[src/rtl/core/pdb_pkg.sv]
// Shared constants, types and lane interface structs for the per-row debounce block.
`timescale 1ns / 1ps

package pdb_pkg;

	localparam int ROWS        = 8;
	localparam int COLS        = 8;
	localparam int STAMP_WIDTH = 16;
	localparam int ROW_STRIDE  = 8;
	localparam int MATRIX_W    = 64;
	localparam int NOW_W       = 16;
	localparam int CNT_W       = 8;

	localparam logic [CNT_W-1:0] DEBOUNCE_RESET = CNT_W'(5);
	localparam logic [CNT_W-1:0] ELAPSED_CLAMP  = CNT_W'(255);

	typedef logic [COLS-1:0]        row_t;
	typedef logic [CNT_W-1:0]       cnt_t;
	typedef logic [STAMP_WIDTH-1:0] stamp_t;
	typedef logic [MATRIX_W-1:0]    matrix_t;

	// Broadcast from the top level to every lane.
	typedef struct packed {
		logic accept;
		logic do_sub;
		logic changed;
		cnt_t elapsed;
		cnt_t start;
	} lane_ctrl_t;

	// What one lane found for its row in this transaction.
	typedef struct packed {
		logic remaining;
		logic differ;
		logic row_changed;
	} lane_stat_t;

endpackage

[src/rtl/core/pdb_lane.sv]
// One row lane: countdown and debounced state of a single matrix row.
`timescale 1ns / 1ps

module pdb_lane (
	input  logic                clk,
	input  logic                arst_n,
	input  pdb_pkg::lane_ctrl_t ctrl,
	input  pdb_pkg::row_t       raw,
	output pdb_pkg::row_t       deb_next,
	output pdb_pkg::lane_stat_t stat
);

	pdb_pkg::cnt_t cd_q;
	pdb_pkg::row_t deb_q;
	pdb_pkg::cnt_t cd_sub;
	pdb_pkg::cnt_t cd_next;
	logic          differ;
	logic          row_chg;

	always_comb begin
		cd_sub   = cd_q;
		deb_next = deb_q;
		row_chg  = 1'b0;
		if (ctrl.do_sub && (cd_q != '0)) begin
			if (cd_q <= ctrl.elapsed) begin
				cd_sub   = '0;
				row_chg  = (deb_q != raw);
				deb_next = raw;
			end else begin
				cd_sub = cd_q - ctrl.elapsed;
			end
		end
		differ = (raw != deb_next);
		// A changed scan restarts a differing row and drops the countdown of any other.
		if (ctrl.changed) begin
			cd_next = differ ? ctrl.start : '0;
		end else begin
			cd_next = cd_sub;
		end
	end

	assign stat.remaining   = (cd_sub != '0);
	assign stat.differ      = differ;
	assign stat.row_changed = row_chg;

	always_ff @(posedge clk or negedge arst_n) begin
		if (!arst_n) begin
			cd_q  <= '0;
			deb_q <= '0;
		end else if (ctrl.accept) begin
			cd_q  <= cd_next;
			deb_q <= deb_next;
		end
	end

endmodule

[src/rtl/core/pdb_merge.sv]
// Merging stage: combines the lane results into the matrix, change flag and pending flag.
`timescale 1ns / 1ps

module pdb_merge (
	input  pdb_pkg::lane_stat_t stat     [pdb_pkg::ROWS],
	input  pdb_pkg::row_t       deb_rows [pdb_pkg::ROWS],
	input  logic                was_pending,
	input  logic                elapsed_nz,
	input  logic                changed_in,
	output logic                pending_next,
	output logic                any_changed,
	output pdb_pkg::matrix_t    matrix
);

	logic any_rem;
	logic any_differ;

	always_comb begin
		any_rem     = 1'b0;
		any_differ  = 1'b0;
		any_changed = 1'b0;
		matrix      = '0;
		for (int r = 0; r < pdb_pkg::ROWS; r++) begin
			any_rem     = any_rem | stat[r].remaining;
			any_differ  = any_differ | stat[r].differ;
			any_changed = any_changed | stat[r].row_changed;
			matrix[r*pdb_pkg::ROW_STRIDE +: pdb_pkg::COLS] = deb_rows[r];
		end
		// With no time elapsed a set pending flag stays set; a changed scan with a differing row also sets it.
		pending_next = (was_pending && (elapsed_nz ? any_rem : 1'b1))
			|| (changed_in && any_differ);
	end

endmodule

[src/rtl/core/per_row_deferred_debounce_top.sv]
// Top level of the per-row deferred key-matrix debounce block.
`timescale 1ns / 1ps

// Each transaction on the slave side carries one key-matrix scan and yields one
// result on the master side: the debounced matrix and whether any row changed.
// All rows are handled side by side by one lane each, so a new scan is accepted
// every cycle as long as the output register is empty or being drained in the
// same cycle. The result is registered and appears in the cycle after acceptance.
// debounce_ms resets to 5; writing 0 behaves as 1. Unused bits of the debounced
// matrix read as zero.
module per_row_deferred_debounce_top (
	input  logic        clk,
	input  logic        arst_n,
	input  logic        cfg_we,
	input  logic [7:0]  cfg_wdata,
	input  logic        s_tvalid,
	output logic        s_tready,
	// Fields from bit 0: raw_matrix[63:0], scan_changed[64], now_ms[80:65], zero pad.
	input  logic [87:0] s_tdata,
	output logic        m_tvalid,
	input  logic        m_tready,
	// Fields from bit 0: debounced_matrix[63:0], debounced_changed[64], zero pad.
	output logic [71:0] m_tdata
);

	pdb_pkg::cnt_t       debounce_q;
	logic                pending_q;
	pdb_pkg::stamp_t     stamp_q;
	logic                out_valid_q;
	pdb_pkg::matrix_t    out_matrix_q;
	logic                out_changed_q;

	pdb_pkg::matrix_t    raw;
	logic                changed_in;
	logic [pdb_pkg::NOW_W-1:0] now_in;
	pdb_pkg::stamp_t     now_st;
	pdb_pkg::stamp_t     diff;
	logic                accept;
	logic                elapsed_nz;
	pdb_pkg::lane_ctrl_t ctrl;
	pdb_pkg::lane_stat_t stat     [pdb_pkg::ROWS];
	pdb_pkg::row_t       deb_rows [pdb_pkg::ROWS];
	logic                pending_next;
	logic                any_changed;
	pdb_pkg::matrix_t    matrix;

	assign raw        = s_tdata[63:0];
	assign changed_in = s_tdata[64];
	assign now_in     = s_tdata[80:65];
	assign now_st     = pdb_pkg::stamp_t'(now_in);
	assign diff       = now_st - stamp_q;
	assign elapsed_nz = (diff != '0);

	assign s_tready = !out_valid_q || m_tready;
	assign accept   = s_tvalid && s_tready;

	always_comb begin
		ctrl.accept  = accept;
		ctrl.do_sub  = pending_q && elapsed_nz;
		ctrl.changed = changed_in;
		ctrl.start   = (debounce_q == '0) ? pdb_pkg::cnt_t'(1) : debounce_q;
		if (diff > pdb_pkg::stamp_t'(pdb_pkg::ELAPSED_CLAMP)) begin
			ctrl.elapsed = pdb_pkg::ELAPSED_CLAMP;
		end else begin
			ctrl.elapsed = diff[pdb_pkg::CNT_W-1:0];
		end
	end

	for (genvar r = 0; r < pdb_pkg::ROWS; r++) begin : g_lane
		pdb_lane u_lane (
			.clk      (clk),
			.arst_n   (arst_n),
			.ctrl     (ctrl),
			.raw      (raw[r*pdb_pkg::ROW_STRIDE +: pdb_pkg::COLS]),
			.deb_next (deb_rows[r]),
			.stat     (stat[r])
		);
	end

	pdb_merge u_merge (
		.stat         (stat),
		.deb_rows     (deb_rows),
		.was_pending  (pending_q),
		.elapsed_nz   (elapsed_nz),
		.changed_in   (changed_in),
		.pending_next (pending_next),
		.any_changed  (any_changed),
		.matrix       (matrix)
	);

	always_ff @(posedge clk or negedge arst_n) begin
		if (!arst_n) begin
			debounce_q <= pdb_pkg::DEBOUNCE_RESET;
		end else if (cfg_we) begin
			debounce_q <= cfg_wdata;
		end
	end

	always_ff @(posedge clk or negedge arst_n) begin
		if (!arst_n) begin
			pending_q <= 1'b0;
			stamp_q   <= '0;
		end else if (accept) begin
			pending_q <= pending_next;
			// The stamp is taken on every pending step and on a changed scan.
			if (pending_q || changed_in) begin
				stamp_q <= now_st;
			end
		end
	end

	always_ff @(posedge clk or negedge arst_n) begin
		if (!arst_n) begin
			out_valid_q <= 1'b0;
		end else if (accept) begin
			out_valid_q <= 1'b1;
		end else if (m_tready) begin
			out_valid_q <= 1'b0;
		end
	end

	always_ff @(posedge clk) begin
		if (accept) begin
			out_matrix_q  <= matrix;
			out_changed_q <= any_changed;
		end
	end

	assign m_tvalid = out_valid_q;
	assign m_tdata  = {7'b0, out_changed_q, out_matrix_q};

endmodule
[config.mk]
export PLATFORM = sky130hd
export DESIGN_NAME = per_row_deferred_debounce_top
export DESIGN_NICKNAME = d
export VERILOG_FILES = /design/src/rtl/core/pdb_pkg.sv /design/src/rtl/core/pdb_lane.sv /design/src/rtl/core/pdb_merge.sv /design/src/rtl/core/per_row_deferred_debounce_top.sv
export SDC_FILE = /design/constraint.sdc
export NUM_CORES = 1
export LEC_CHECK = 0
export BUFFER_PORTS_ARGS = -buffer_cell sky130_fd_sc_hd__buf_2
export CAP_MARGIN = 30
export CORE_MARGIN = 1
export CORE_UTILIZATION = 52
export DETAILED_ROUTE_END_ITERATION = 10
export PLACE_DENSITY = 0.72
export SLEW_MARGIN = 20
export SYNTH_ARGS = -nofsm -noshare
export SYNTH_HDL_FRONTEND = slang
export SYNTH_SLANG_ARGS = --single-unit
export TNS_END_PERCENT = 30
[constraint.sdc]
create_clock -name clk -period 9.6 [get_ports clk]
set_input_delay 1.44 -clock clk [delete_from_list [all_inputs] [get_ports clk]]
set_output_delay 1.44 -clock clk [all_outputs]
set_load 0.05 [all_outputs]
==> out/results.ini <==
[setup_path]
startpoint = s_tdata[65]
reg2reg_setup_slack_ns = 2.34
cp.arrival_ns = 8.38
crit_end = pending_q
crit_path_top_delay_cell = and4_1
timing.rr.start = stamp_q[0]
start_kind = input pin
critPathMaxFanout = 11
crit_type = input pin to flop
critical_path.top_delay_family = simple AND/OR/NAND/NOR gates
critPathMostFrequentCell = inv_1
cp_num_cells = 29
critPathCaptureType = flop
required_ns = 10.01
crit_buf_inv = 5
r2r_end = pending_q
reg2reg_depth = 27
slowest_delay_ns = 0.59

[drt]
routed_wl_um = 49400
dr.pass1.iters = 6
first_iter_violations = 1448
vias = 15100
drc_errors = 0
vias_per_cell = 6.32
met3_length_um = 4730
met1_length_um = 20600
wl_per_cell_um = 20.6
top_layer = met5
postRouteAntennaNets = 0
wl_met2_um = 21900

[floorplan]
initial_core_util = 0.529
rows = 64
die_x_um = 178
die_area_um2 = 31800
io-pin-count = 175
die_y_um = 178
core_area_um2 = 30600

[grt]
grt_antenna_before_repair = 1
overflow = 0
grt_pass1_vias = 14300
grt_usage = 0.308
grt_first_pass_wirelength_um = 77200
grt_max_degree = 91

[logic_synthesis]
ys_types = 97
yosys-top-cells-area = dfrtp_1 (24%), edfxtp_1 (12%), mux2_2 (6.5%)
synth_edf_count = 65
ys_seq_elements = 219
async_flop_share = 0.703
ys.flop_type = dfrtp_1
syn_area_um2 = 16200
synth_common_cells = nand2_1 (229), nor2_1 (203), dfrtp_1 (152)
yosysTopAreaCellShare = 0.235
yosysMostFrequentCell = nand2_1
synth.largest_area_cell = dfrtp_1
avgSynthCellArea_um2 = 8.66
ys_warn_count = 0
syn_inst = 1869
ys_seq_area_frac = 0.359

[clock_network]
cts_resized = 0
clk_path_buf_depth = 3
cts.sinks = 219
hold_buffers = 0
postCtsSetupRepairBufs = 0
clock_latency_ns = 0.55
cts-root-buf = clkbuf_16
cts_tree = built
htree_levels = 1
clkTransAtPathRegs_ns = 0.06
cts_buffers = 27

[power]
power_uw = 4310
power_density_nw_per_um2 = 237
p_leak_uw = 0.00762
ir_drop_uv = 172

[place]
gp_congestion = 0.980
place_area_um2 = 17300
place_inst = 2344
io_buffers = 160
dp_hpwl_um = 34300

[sta]
maxSlewViolCount = 0
fin_skew_ns = 0.0133
fmax_mhz = 125
post-route-min-period_ns = 7.97
rsz0062_at_grt = no
worst_pin_slew_ns = 0.945
setup_tns_ns = 0
relSlewSlack = 0.362
hold_viol = 0
fin_crit_sh = 0.830
setup_violations = 0
whs_ns = 0.499

[final_layout]
layout-drive-gt1-share = 0.183
syn2layout_area_growth_pct = 12.5
antennaDiodeCount = 0
fin_nets = 2146
fillers = 2707
instances_no_fill = 2395
stdcell_area_um2 = 18200

[outcome]
status = finished clean

[hold_path]
hold_class = flop to flop

[job]
cap_violations = 0

[routing by layer]
layer / track usage / up-vias
li1: - / 7034
met1: 0.419 / 7197
met2: 0.477 / 745
met3: 0.0637 / 152
met4: 0.121 / 2
met5: 0 / -
[area by class of cell]
cell class                      count  area [µm²]  share of cell area
Multi-Input combinational cell   1458        9650               0.530
Tap cell                          396         495              0.0272
Inverter                           77         294              0.0162
Clock inverter                     14         159             0.00873
Clock buffer                       36         709              0.0390
Timing Repair Buffer              195        1090              0.0599
Sequential cell                   219        5810               0.319
[placed cells by master (no fill, tap or decap), types with 41 or more instances in the layout]
master / count
xor2_1: 60
a21oi_1: 103
xnor2_1: 62
o21ai_0: 90
inv_1: 74
nand2_1: 228
dfrtp_1: 152
edfxtp_1: 65
nand3_1: 41
mux2_2: 93
nor2_1: 203
ha_1: 63
buf_2: 159
[report_power, final]
group	switching (µW)	internal (µW)	total (µW)	leakage, µW
sequential	210	1200	1410	0.00249
combinational	1200	678	1880	0.00471
clock	421	600	1020	0.000416
total	1830	2480	4310	0.00762
[how the worst min path moves through the flow]
stage | slack [ns] | cells after the start | to | start
CTS | 0.50 | 2 | stamp_q[0] | stamp_q[0]
finish | 0.50 | 2 | stamp_q[0] | stamp_q[0]
global route | 0.51 | 1 | stamp_q[3] | stamp_q[3]
detailed placement | 0.49 | 2 | stamp_q[0] | stamp_q[0]
floorplan | 0.45 | 2 | stamp_q[0] | stamp_q[0]
global placement | 0.48 | 2 | stamp_q[0] | stamp_q[0]
[worst min-delay path: stages, from the launching register on]
cell     delay, ns
dfrtp_1       0.35
nand2_1       0.05
o21ai_0       0.07
[sequential cells by signal (all words and copies together), names as in the netlist]
| name | flops |
|---|---|
| g_lane.u_lane.deb_q | 64 |
| g_lane.u_lane.cd_q | 64 |
| stamp_q | 16 |
| out_matrix_q | 64 |
| debounce_q | 8 |
| out_changed_q | 1 |
| pending_q | 1 |
| m_tvalid | 1 |
[metrics by stage]
stage,util,worst slack (ns)
3_3_place_gp,0.565,1.19
5_1_grt,0.595,1.17
4_1_cts,0.594,1.73
3_5_place_dp,0.566,1.12
2_1_floorplan,-,1.84
6_report,0.595,1.63
[logic make-up (layout without fill, tap and decap cells)]
| kind of cell | count (synthesis) | in the layout | share of synthesized area |
|---|---|---|---|
| simple gates | 680 | 680 | 0.194 |
| buf+inv | 198 | 322 | 0.0493 |
| compound gates | 475 | 475 | 0.205 |
| other cells | 1 | 7 | 0.000232 |
| mux | 97 | 97 | 0.0672 |
| fa+ha+maj | 75 | 75 | 0.0586 |
| xor+xnor | 124 | 124 | 0.0671 |
| flops | 219 | 219 | 0.359 |
(Power assumes the default switching activity.)
